**src/rtl/ustrap_pkg.sv**
```systemverilog
// ----------------------------------------------------------------------------
// ustrap_pkg
// Shared types and constants for the two-gate ultrasonic speed trap.
// ----------------------------------------------------------------------------
package ustrap_pkg;

  localparam int TICKS_W   = 16;
  localparam int TIME_W    = 32;
  localparam int DIST_W    = 11;
  localparam int THR_W     = 11;
  localparam int SPACING_W = 10;
  localparam int SLOPE_W   = 10;
  localparam int TONE_W    = 16;
  localparam int SPEED_W   = 18;

  // Configuration port.
  localparam int CFG_IDX_W  = 2;
  localparam int CFG_DATA_W = 16;
  localparam logic [CFG_IDX_W-1:0] CFG_DROP_THR = 2'd0;
  localparam logic [CFG_IDX_W-1:0] CFG_SPACING  = 2'd1;
  localparam logic [CFG_IDX_W-1:0] CFG_SLOPE    = 2'd2;
  localparam logic [CFG_IDX_W-1:0] CFG_BASE     = 2'd3;

  localparam logic [THR_W-1:0]     RST_DROP_THR = 11'd40;
  localparam logic [SPACING_W-1:0] RST_SPACING  = 10'd300;
  localparam logic [SLOPE_W-1:0]   RST_SLOPE    = 10'd150;
  localparam logic [TONE_W-1:0]    RST_BASE     = 16'd200;

  // Divide by 58 as a multiply by a rounded-up reciprocal: exact for any
  // 16-bit operand since 65535 * 24 stays below 2^22.
  localparam int              CM_SHIFT = 22;
  localparam int              CM_PROD_W = 33;
  localparam logic [16:0]     CM_RECIP = 17'd72316;

  localparam logic [SPEED_W-1:0] SPEED_SAT = 18'd261888;
  localparam logic [TONE_W-1:0]  TONE_SAT  = 16'hFFFF;

  localparam logic [1:0] NO_PAIR = 2'd3;

  // Shared serial divider geometry.
  localparam int DIV_NUM_W = 20;
  localparam int DIV_DEN_W = 32;
  localparam int DIV_CNT_W = $clog2(DIV_NUM_W + 1);

  typedef struct packed {
    logic               pair_index;
    logic [TICKS_W-1:0] echo_ticks_first;
    logic [TICKS_W-1:0] echo_ticks_second;
    logic [TIME_W-1:0]  time_ms;
  } in_t;

  typedef struct packed {
    logic               drop_alert;
    logic               speed_valid;
    logic [TIME_W-1:0]  elapsed_ms;
    logic [SPEED_W-1:0] speed_q8;
    logic [TONE_W-1:0]  tone_hz;
    logic               elapsed_zero;
    logic [DIST_W-1:0]  distance_first_cm;
    logic [DIST_W-1:0]  distance_second_cm;
  } out_t;

  typedef struct packed {
    logic [DIST_W-1:0] first;
    logic [DIST_W-1:0] second;
  } dist_pair_t;

endpackage

```
**src/rtl/ustrap_div.sv**
```systemverilog
// ----------------------------------------------------------------------------
// ustrap_div
// Restoring shift-subtract divider, one quotient bit per cycle.
// ----------------------------------------------------------------------------
module ustrap_div (
  input  logic                                clk,
  input  logic                                rst_n,
  input  logic                                start,
  input  logic [ustrap_pkg::DIV_NUM_W-1:0]    num,
  input  logic [ustrap_pkg::DIV_DEN_W-1:0]    den,
  output logic                                done,
  output logic [ustrap_pkg::DIV_NUM_W-1:0]    quot
);

  localparam int NUM_W = ustrap_pkg::DIV_NUM_W;
  localparam int DEN_W = ustrap_pkg::DIV_DEN_W;
  localparam int CNT_W = ustrap_pkg::DIV_CNT_W;

  logic [DEN_W-1:0] rem_r, rem_nxt;
  logic [DEN_W-1:0] den_r, den_nxt;
  logic [NUM_W-1:0] quot_r, quot_nxt;
  logic [CNT_W-1:0] cnt_r, cnt_nxt;
  logic             busy_r, busy_nxt;
  logic             done_r, done_nxt;
  logic [DEN_W:0]   trial;
  logic [DEN_W:0]   diff;
  logic             fits;

  always_comb begin
    trial    = {rem_r, quot_r[NUM_W-1]};
    diff     = trial - {1'b0, den_r};
    fits     = (trial >= {1'b0, den_r});
    rem_nxt  = rem_r;
    den_nxt  = den_r;
    quot_nxt = quot_r;
    cnt_nxt  = cnt_r;
    busy_nxt = busy_r;
    done_nxt = 1'b0;
    if (start) begin
      rem_nxt  = '0;
      den_nxt  = den;
      quot_nxt = num;
      cnt_nxt  = CNT_W'(NUM_W);
      busy_nxt = 1'b1;
    end else if (busy_r) begin
      // The partial remainder always stays below the divisor, so it fits in DEN_W bits.
      rem_nxt  = fits ? diff[DEN_W-1:0] : trial[DEN_W-1:0];
      quot_nxt = {quot_r[NUM_W-2:0], fits};
      cnt_nxt  = cnt_r - 1'b1;
      if (cnt_r == CNT_W'(1)) begin
        busy_nxt = 1'b0;
        done_nxt = 1'b1;
      end
    end
  end

  always_ff @(posedge clk) begin
    if (!rst_n) begin
      busy_r <= 1'b0;
      done_r <= 1'b0;
      cnt_r  <= '0;
    end else begin
      busy_r <= busy_nxt;
      done_r <= done_nxt;
      cnt_r  <= cnt_nxt;
    end
    rem_r  <= rem_nxt;
    den_r  <= den_nxt;
    quot_r <= quot_nxt;
  end

  assign done = done_r;
  assign quot = quot_r;

endmodule

```
**src/rtl/ultrasonic_two_gate_speed_trap.sv**
```systemverilog
// ----------------------------------------------------------------------------
// ultrasonic_two_gate_speed_trap
// Drop detection on sensor pairs and two-gate speed and tone computation.
// ----------------------------------------------------------------------------
// Each input item is one finished measurement of a sensor pair: two echo
// widths in 4 us ticks, the pair index and a millisecond timestamp. For each
// item the block returns exactly one result item with both distances in cm,
// the drop alert and, when this alert closes a two-gate measurement, the
// elapsed time, the speed in 1/256 m/s and the buzzer tone.
// Both channels use valid/ready. The input side takes one item at a time.
// An item that closes no measurement, or whose two alerts fall in the same
// millisecond, passes through S_CM_A, S_CM_B, S_EVAL and S_DONE before its
// result is shown. Any other closing item goes twice through the shared
// 20-step serial divider (speed in S_SPD, then tone in S_TONE) on its way
// to S_DONE. A new item is taken as soon as the sequencer is back in idle,
// so the block does not take a new item before it is through with the last.
// The result sits in an output register, so the next item may be accepted
// while the receiver stalls; only the final hand-off of that next item waits
// until the output register has been taken. Synchronous reset restores the
// register defaults, clears the stored distances and disarms the trap. The
// user must see that configuration is written through cfg_we, cfg_index
// and cfg_wdata only while no item is in flight; the block does not enforce it.
// ----------------------------------------------------------------------------
module ultrasonic_two_gate_speed_trap #(
  parameter int SENSOR_COUNT = 4
) (
  input  logic                                 clk,
  input  logic                                 rst_n,
  input  logic                                 in_valid,
  output logic                                 in_ready,
  input  ustrap_pkg::in_t                      in_data,
  output logic                                 out_valid,
  input  logic                                 out_ready,
  output ustrap_pkg::out_t                     out_data,
  input  logic                                 cfg_we,
  input  logic [ustrap_pkg::CFG_IDX_W-1:0]     cfg_index,
  input  logic [ustrap_pkg::CFG_DATA_W-1:0]    cfg_wdata
);

  // Only the second pair can fall outside the sensor array.
  localparam bit HAS_PAIR1 = (SENSOR_COUNT >= 4);

  localparam int DIST_W    = ustrap_pkg::DIST_W;
  localparam int TIME_W    = ustrap_pkg::TIME_W;
  localparam int NUM_W     = ustrap_pkg::DIV_NUM_W;
  localparam int SPEED_W   = ustrap_pkg::SPEED_W;
  localparam int TONE_W    = ustrap_pkg::TONE_W;
  localparam int PROD_W    = ustrap_pkg::SPACING_W + ustrap_pkg::SLOPE_W;

  typedef enum logic [6:0] {
    S_IDLE = 7'b0000001,
    S_CM_A = 7'b0000010,
    S_CM_B = 7'b0000100,
    S_EVAL = 7'b0001000,
    S_SPD  = 7'b0010000,
    S_TONE = 7'b0100000,
    S_DONE = 7'b1000000
  } state_t;

  state_t state_r, state_nxt;

  // Configuration registers.
  logic [ustrap_pkg::THR_W-1:0]     thr_r;
  logic [ustrap_pkg::SPACING_W-1:0] spacing_r;
  logic [ustrap_pkg::SLOPE_W-1:0]   slope_r;
  logic [TONE_W-1:0]                base_r;

  // Trap state.
  ustrap_pkg::dist_pair_t prev_r [2];
  ustrap_pkg::dist_pair_t prev_row;
  logic [TIME_W-1:0]      armed_time_r, armed_time_nxt;
  logic [1:0]             armed_pair_r, armed_pair_nxt;

  // Item in flight and its result under construction.
  ustrap_pkg::in_t    item_r, item_nxt;
  ustrap_pkg::out_t   res_r, res_nxt;
  logic [PROD_W-1:0]  tone_prod_r, tone_prod_nxt;
  logic               out_valid_r, out_valid_nxt;
  ustrap_pkg::out_t   out_data_r, out_data_nxt;

  // Distance conversion: ((ticks * 4) mod 65536) / 58 via reciprocal.
  logic [ustrap_pkg::TICKS_W-1:0]   cm_ticks;
  logic [ustrap_pkg::TICKS_W-1:0]   cm_scaled;
  logic [ustrap_pkg::CM_PROD_W-1:0] cm_prod;
  logic [DIST_W-1:0]                cm_dist;

  // Evaluation signals.
  logic              pair_ok;
  logic              fell_first;
  logic              fell_second;
  logic              alert;
  logic              measure;
  logic [TIME_W-1:0] elapsed;
  logic              row_we;

  // Shared divider.
  logic                           div_start;
  logic [NUM_W-1:0]               div_num;
  logic [ustrap_pkg::DIV_DEN_W-1:0] div_den;
  logic                           div_done;
  logic [NUM_W-1:0]               div_quot;
  logic [NUM_W:0]                 tone_sum;

  assign cm_ticks  = (state_r == S_CM_A) ? item_r.echo_ticks_first
                                         : item_r.echo_ticks_second;
  assign cm_scaled = {cm_ticks[ustrap_pkg::TICKS_W-3:0], 2'b00};
  assign cm_prod   = ustrap_pkg::CM_PROD_W'(cm_scaled)
                   * ustrap_pkg::CM_PROD_W'(ustrap_pkg::CM_RECIP);
  assign cm_dist   = cm_prod[ustrap_pkg::CM_SHIFT +: DIST_W];

  // A sensor counts as dropped when its distance fell by strictly more than
  // the threshold since the pair's previous measurement.
  assign prev_row    = prev_r[item_r.pair_index];
  assign pair_ok     = !item_r.pair_index || HAS_PAIR1;
  assign fell_first  = (prev_row.first > res_r.distance_first_cm) &&
                       ((prev_row.first - res_r.distance_first_cm) > thr_r);
  assign fell_second = (prev_row.second > res_r.distance_second_cm) &&
                       ((prev_row.second - res_r.distance_second_cm) > thr_r);
  assign alert       = pair_ok && (fell_first || fell_second);
  // Armed means a nonzero stored time from the other pair.
  assign measure     = alert && (armed_time_r != '0) &&
                       (armed_pair_r != {1'b0, item_r.pair_index});
  assign elapsed     = item_r.time_ms - armed_time_r;
  assign row_we      = (state_r == S_EVAL) && pair_ok;

  // Speed is divided first, then the tone; the divisor is the elapsed time.
  assign div_start = ((state_r == S_EVAL) && measure && (elapsed != '0)) ||
                     ((state_r == S_SPD) && div_done);
  assign div_num   = (state_r == S_EVAL)
                   ? NUM_W'({spacing_r, 8'h00})
                   : NUM_W'(tone_prod_r);
  assign div_den   = (state_r == S_EVAL) ? elapsed : res_r.elapsed_ms;
  assign tone_sum  = (NUM_W + 1)'(div_quot) + (NUM_W + 1)'(base_r);

  ustrap_div u_div (
    .clk   (clk),
    .rst_n (rst_n),
    .start (div_start),
    .num   (div_num),
    .den   (div_den),
    .done  (div_done),
    .quot  (div_quot)
  );

  always_comb begin
    state_nxt      = state_r;
    item_nxt       = item_r;
    res_nxt        = res_r;
    tone_prod_nxt  = tone_prod_r;
    armed_time_nxt = armed_time_r;
    armed_pair_nxt = armed_pair_r;
    out_valid_nxt  = out_valid_r && !out_ready;
    out_data_nxt   = out_data_r;

    unique case (state_r)
      S_IDLE: begin
        if (in_valid) begin
          item_nxt  = in_data;
          state_nxt = S_CM_A;
        end
      end
      S_CM_A: begin
        res_nxt                   = '0;
        res_nxt.distance_first_cm = cm_dist;
        state_nxt                 = S_CM_B;
      end
      S_CM_B: begin
        res_nxt.distance_second_cm = cm_dist;
        state_nxt                  = S_EVAL;
      end
      S_EVAL: begin
        res_nxt.drop_alert = alert;
        tone_prod_nxt      = PROD_W'(spacing_r) * PROD_W'(slope_r);
        if (alert) begin
          if (measure) begin
            armed_time_nxt = '0;
            armed_pair_nxt = ustrap_pkg::NO_PAIR;
          end else begin
            armed_time_nxt = item_r.time_ms;
            armed_pair_nxt = {1'b0, item_r.pair_index};
          end
        end
        if (measure) begin
          res_nxt.speed_valid = 1'b1;
          res_nxt.elapsed_ms  = elapsed;
        end
        if (measure && (elapsed == '0)) begin
          // Two alerts in the same millisecond: saturate speed and tone.
          res_nxt.elapsed_zero = 1'b1;
          res_nxt.speed_q8     = ustrap_pkg::SPEED_SAT;
          res_nxt.tone_hz      = ustrap_pkg::TONE_SAT;
          state_nxt            = S_DONE;
        end else if (measure) begin
          state_nxt = S_SPD;
        end else begin
          state_nxt = S_DONE;
        end
      end
      S_SPD: begin
        if (div_done) begin
          res_nxt.speed_q8 = div_quot[SPEED_W-1:0];
          state_nxt        = S_TONE;
        end
      end
      S_TONE: begin
        if (div_done) begin
          res_nxt.tone_hz = (tone_sum[NUM_W:TONE_W] != '0)
                          ? ustrap_pkg::TONE_SAT
                          : tone_sum[TONE_W-1:0];
          state_nxt       = S_DONE;
        end
      end
      S_DONE: begin
        if (!out_valid_r || out_ready) begin
          out_valid_nxt = 1'b1;
          out_data_nxt  = res_r;
          state_nxt     = S_IDLE;
        end
      end
      default: begin
        state_nxt = S_IDLE;
      end
    endcase
  end

  always_ff @(posedge clk) begin
    if (!rst_n) begin
      state_r      <= S_IDLE;
      out_valid_r  <= 1'b0;
      armed_time_r <= '0;
      armed_pair_r <= ustrap_pkg::NO_PAIR;
      prev_r[0]    <= '0;
      prev_r[1]    <= '0;
      thr_r        <= ustrap_pkg::RST_DROP_THR;
      spacing_r    <= ustrap_pkg::RST_SPACING;
      slope_r      <= ustrap_pkg::RST_SLOPE;
      base_r       <= ustrap_pkg::RST_BASE;
    end else begin
      state_r      <= state_nxt;
      out_valid_r  <= out_valid_nxt;
      armed_time_r <= armed_time_nxt;
      armed_pair_r <= armed_pair_nxt;
      if (row_we) begin
        prev_r[item_r.pair_index] <= '{first:  res_r.distance_first_cm,
                                       second: res_r.distance_second_cm};
      end
      if (cfg_we) begin
        unique case (cfg_index)
          ustrap_pkg::CFG_DROP_THR: thr_r     <= cfg_wdata[ustrap_pkg::THR_W-1:0];
          ustrap_pkg::CFG_SPACING:  spacing_r <= cfg_wdata[ustrap_pkg::SPACING_W-1:0];
          ustrap_pkg::CFG_SLOPE:    slope_r   <= cfg_wdata[ustrap_pkg::SLOPE_W-1:0];
          ustrap_pkg::CFG_BASE:     base_r    <= cfg_wdata[TONE_W-1:0];
          default: begin
          end
        endcase
      end
    end
    item_r      <= item_nxt;
    res_r       <= res_nxt;
    tone_prod_r <= tone_prod_nxt;
    out_data_r  <= out_data_nxt;
  end

  assign in_ready  = (state_r == S_IDLE);
  assign out_valid = out_valid_r;
  assign out_data  = out_data_r;

endmodule

```
**config.mk**
```make
export PLATFORM = sky130hd
export DESIGN_NAME = ultrasonic_two_gate_speed_trap
export DESIGN_NICKNAME = d
export VERILOG_FILES = /design/src/rtl/ustrap_pkg.sv /design/src/rtl/ustrap_div.sv /design/src/rtl/ultrasonic_two_gate_speed_trap.sv
export SDC_FILE = /design/constraint.sdc
export NUM_CORES = 1
export LEC_CHECK = 0
export BUFFER_PORTS_ARGS = -buffer_cell sky130_fd_sc_hd__buf_2
export CAP_MARGIN = 15
export CORE_MARGIN = 2
export CORE_UTILIZATION = 43
export DETAILED_ROUTE_END_ITERATION = 16
export PLACE_DENSITY = 0.68
export SETUP_SLACK_MARGIN = 0.1
export SYNTH_ARGS = -nofsm -noshare
export SYNTH_HDL_FRONTEND = slang
export SYNTH_SLANG_ARGS = --single-unit
export TNS_END_PERCENT = 50
```
**constraint.sdc**
```tcl
create_clock -name clk -period 10.5 [get_ports clk]
set_input_delay 2.1 -clock clk [delete_from_list [all_inputs] [get_ports clk]]
set_output_delay 2.1 -clock clk [all_outputs]
set_load 0.005 [all_outputs]
```
Yosys cells after proc, flatten, opt, wreduce, memory -nomap -nowiden
Memory sizes are Yosys's and may differ from the RTL's. A register that Yosys moved wholly into a read port is not among the register bits.
Index checks and enable logic that the tools add are counted.
Widths: inputs -> output; s select.
- bits in registers: 443
- bits in latches: 0
- bits in writable memories: 44
- ROM bits: 0
- input port bits: 88
- output and inout port bits: 93
- logic and storage cells: 150
- memories: 1
- memory list (name ; depth ; bits a word ; read ports ; clocked after memory_dff ; wr ports ; line ; RTL):
    prev_r ; 2 ; 22 ; 1 ; 1 ; 2 ; ultrasonic_two_gate_speed_trap.sv:69 ; ustrap_pkg::dist_pair_t prev_r [2];
- add/sub/neg operators: 6
- multiply operators: 2
- divide/modulo/power cells: 0
- magnitude comparators: 5
- eq/ne operators: 18
- shift-type cells: 0
- multiplexer cells: 41
- bitwise logic cells: 2
- reduce and logical (&&, ||, !) cells: 39
- operators by type and width (kind ; count):
    $mux 32 ; 3
    $pmux 34 s2 ; 1
    $reduce_bool 32->1 ; 2
    $sub 32x32->32 ; 2
    $mux 20 ; 3
    $pmux 18 s3 ; 1
    $pmux 7 s7 ; 1
    $pmux 16 s3 ; 1
    $gt 11x11->1 ; 4
    $mux 7 ; 6
    $mux 35 ; 1
    $ge 33x32->1 ; 1
    $mux 33 ; 1
    $logic_not 32->1 ; 1
    $mux 16 ; 2
    $mul 14x15->29 const B ; 1
    $mux 22 ; 1
    $pmux 11 s2 ; 1
    $reduce_or 22->1 ; 1
    $sub 11x11->11 ; 2
    $add 20x16->21 ; 1
    $mul 10x10->20 ; 1
    $mux 18 ; 1
    $reduce_and 2->1 ; 9
    31 further kinds ; 65

Depth between registers and ports, before layout
- word-level depth: 10
- gate-level depth with buffers: 31
- mapped depth without buffers: 29

Cells and area by module
A second synthesis with hierarchy kept.
- cell total of the unflattened synthesis: 2965
- area, all modules: 31216.2 um^2
- by module, submodules not included (module ; instances ; cells an instance ; area an instance (um^2) ; seq. area each (um^2)):
    ultrasonic_two_gate_speed_trap ; 1 ; 2448 ; 25998.7 ; 11020.6
    ustrap_div ; 1 ; 517 ; 5217.5 ; 2342.2

Least setup slack after synthesis
Ideal clock, no wire load.
- path type: register -> register
- start point: register state_r[2]
- end point: register res_r[10] in the netlist's numbering, data pin
- library setup time: 256 ps
- data arrival time: 7949 ps
- required time: 10244 ps
- path slack: 2294 ps
- stages on the path, launching flop included: 29
- buffers on the path: 2
- clock period less this slack: 8206 ps
- cells stage by stage: dfxtp_1 or4_1 or3_1 buf_2 clkinv_1 buf_1 nand2_1 nand2_1 inv_1 fa_1 inv_1 fa_1 inv_1 fa_1 fa_1 fa_1 fa_1 ha_1 nand2_1 o211ai_1 a221oi_1 o21ai_0 o31ai_4 o21ai_1 and2_1 or4_4 a31oi_2 xnor2_1 and4b_1
- word-level cells in the longest chain between the ends: 4
- elaborated cells on any way between the ends: 5
- those cells by class: mul (1); eq/ne (2); mux (2)
- ends and longest elaborated chain (what ; line ; RTL):
    start, declared ; ultrasonic_two_gate_speed_trap.sv:60 ; state_t state_r, state_nxt;
    start signal, assigned ; ultrasonic_two_gate_speed_trap.sv:239 ; state_r <= state_nxt;
    $eq 7x2->1 ; ultrasonic_two_gate_speed_trap.sv:104 ; assign cm_ticks = (state_r == S_CM_A) ? item_r.echo_ticks_first
    $mux 14 ; ultrasonic_two_gate_speed_trap.sv:104 ;
    $mul 14x15->29 ; ultrasonic_two_gate_speed_trap.sv:108 ; * ustrap_pkg::CM_PROD_W'(ustrap_pkg::CM_RECIP);
    via cm_prod, one bit ; ultrasonic_two_gate_speed_trap.sv:84 ; logic [ustrap_pkg::CM_PROD_W-1:0] cm_prod;
    $pmux 11 s2 ; ultrasonic_two_gate_speed_trap.sv:155 ; unique case (state_r)
    end signal, assigned ; ultrasonic_two_gate_speed_trap.sv:259 ; res_r <= res_nxt;
    end, declared ; ultrasonic_two_gate_speed_trap.sv:76 ; ustrap_pkg::out_t res_r, res_nxt;
The timed path passes the listed nets, and every way through them passes these cells.
A chain may end at the register's enable or synchronous reset.

Worst setup path in the final report
Same ends and word-level chain as after synthesis.

==> results.md <==
* Crit-path slowest cell: or4_1
* Achievable Freq at about 0.11 GHz
* CTS tree: built
* Max_slew headroom at 0.327
* RSZ-0062 raised after global routing: no
* Crit path max-delay family: adder cells
* Post-Synth Simple-Gate Area at 0.140
* Routed wire length at 72.3 mm
* Root Buffer: clkbuf_16
* DPL Wire Length at 54.2 mm
* Post-place setup slack at 1.61 ns
* Initial antenna violation count at 4
* CTS max path bufs at 3
* Post-Synth Adder-Cell Area at 0.206
* Cts repair resizes at 0
* Multiplexer area fraction after synthesis at 0.0197
* Worst Path Arrival at 9.23 ns
* Worst R2R Start: state_r[2]
* Total track usage at 0.196
* Reg2reg path depth at 26
* Share of layout cells above drive strength 1 at 0.111
* Commonest non-fill, non-tap cell in the layout: edfxtp_1
* Setup WS post-layout at about 1.7 ns
* HP Class: reg2reg
* CTS H-tree depth at 2
* Clk_lat worst skew at approximately 0.63 ns
* Pwr/cell area at 232 nW/µm²
* Gpl congestion at 0.885
* Mapped Area at ~31000 µm²
* Synth warn at 0
* Post-Synthesis Cells at approximately 3000
* CP Buf/Inv Count at 3
* Die area at roughly 74000 µm²
* Synth Area per Inst at 10.5 µm²
* # setup viols final at 0
* Final hold violation count at 0
* Max incr delay on CP at approximately 0.62 ns
* Max-cap viol count at 0
* Via count at 21500
* Area grow syn2layout at 12.1%
* R2R setup slack at 1.66 ns
* Yosys cell types at 83
* Area leader, netlist: edfxtp_1
* Crit. End Element: flop
* CP startpoint kind: flop
* Top post-synthesis cells by area: edfxtp_1 35%, ha_1 12%, dfxtp_1 8.3%, fa_1 8.3%, nand2_1 4.2%
* Initial Utilization at 0.434
* CTS buffer count at 54
* Power consumption at 0.00806 W
* Worst R2R End: res_r[10]
* Main synth FF type: edfxtp_1
* Drt pass-1 iters at 5
* Worst Path Required at 10.88 ns
* Setup TNS at 0 ns
* I/O pin count at 181
* Fin crit share at 0.842
* DRT iter0 DRCs at 1415
* CP Depth at 26
* Status: finished clean
* Clk sink count at 488
* Chip Width at 272 µm
* Core area at between 70000 and 80000 µm²
* Min-delay src: res_r[41]
* Largest net degree at the start of global routing at 97
* Hold Crit Depth at 0
* Worst VDD drop at 318 µV
* Core Rows at 98
* Leakage at approximately 15 nW
* Crit path kind: reg2reg
* Worst-Margin Slew at around 1 ns
* Post-synthesis compound-gate area fraction at 0.120
* Vias in the first global route at roughly 21000
* Number of synthesized register bits at 488
* Post-synth top area share at 0.348
* Leading cell types in the layout, fill and taps excluded: 359 x edfxtp_1, 344 x nand2_1, 327 x inv_1
* Setup bufs post-CTS at 0
* Inserted Diodes at 0
* CTS clk-pin slew, worst paths at around 0.06 ns
* Skew final at a little under 0.03 ns
* Critical path fanouts, max at 17
* Total congestion overflow at 0
* Count of pins over their slew limit at 0
* WHS Endpoint: out_data[41]
* First-pass GRT wire length at approximately 120 mm
* Number of remaining DRC errors at 0
* Synth Area in XOR/XNOR at 0.0283
* Final ANT Viol Nets at 0
* Die height at 272 µm
* Largest family of logic cells by synthesized area: adder cells
* Sequential fraction of the synthesis area at 0.432
* Wire per inst at 17.6 µm
* I/O Buffers at 176
* Critical Path Most Common Cell: fa_1
* NumNets Final at 3627
* Vias/cell at 5.24
* Period minus WS final at around 8.8 ns
* Post-synth EDFFs at between 300 and 400
* Syn nets at 3479
* Hold buffers post-CTS at 0
* Post-synth ARST share at 0
cell usage after synthesis (all sizes together), types with 49 or more instances:
cell and number:
nand3 76, fa 128, ha 304, edfxtp 359, a21boi 68, xnor2 56, nor3 49, and2 106
inv 328, a21oi 133, dfxtp 129, o21ai 76, nor2 157, nand2 344, clkbuf 90, a21o 74
per-stage QoR:
stage,util,std cells,cell area (µm²),hold slack [ns]
finish,0.486,4103,34700,0.415
global route,0.486,4103,34700,0.423
CTS,0.486,4102,34700,0.413
detailed placement,0.460,4000,32800,0.405
global placement,0.460,4000,32800,0.402
floorplan,-,2959,31000,0.400
per-layer routing:
metal / global-route usage / part of all wire
met1: 0.263 / 0.45
met2: 0.330 / 0.48
met3: 0.0297 / 0.050
met4: 0.0526 / 0.025
met5: 0 / 0
power breakdown:
part	switching [W]	leakage, nW	internal [W]
Combinational	0.00213	9.62	0.00163
Sequential	0.0000726	4.43	0.00225
Clock	0.000803	0.906	0.00118
Total	0.00300	15.0	0.00506
cells by family (layout without fill, tap and decap cells):
group	Yosys count	after routing
AOI/OAI and AO/OA	549	549
adders and majority gates	432	432
muxes	54	54
and+or+nand+nor	900	900
DFF	488	488
xor gates and xnor gates	100	100
buffers and inverters	436	630
how the worst max path moves through the flow:
stage	from	end	slack, ns
floorplan	state_r[2]	res_r[10]	2.29
global placement	state_r[2]	res_r[10]	1.76
detailed placement	state_r[2]	res_r[10]	1.61
CTS	state_r[2]	res_r[10]	1.60
global route	state_r[2]	res_r[10]	1.04
finish	state_r[2]	res_r[10]	1.66
registers in the layout, summed over array words and instances (netlist names), 11 cells and up, named ones only:
name and cells:
u_div.rem_r 32, prev_r 44, u_div.quot 20, u_div.den_r 32, out_data 91, base_r 16, armed_time_r 32, res_r 91
item_r 61, tone_prod_r 20, thr_r 11
area by class of cell:
class	count	area [µm²]
clock inverters	29	332
flip-flops and latches	488	13400
well taps	950	1190
multi-input cells	2035	16000
inverters	330	1240
repair buffers	198	1070
clock buffers	73	1540
fillers	6529	36700
Power figures use the tool's default switching activity.
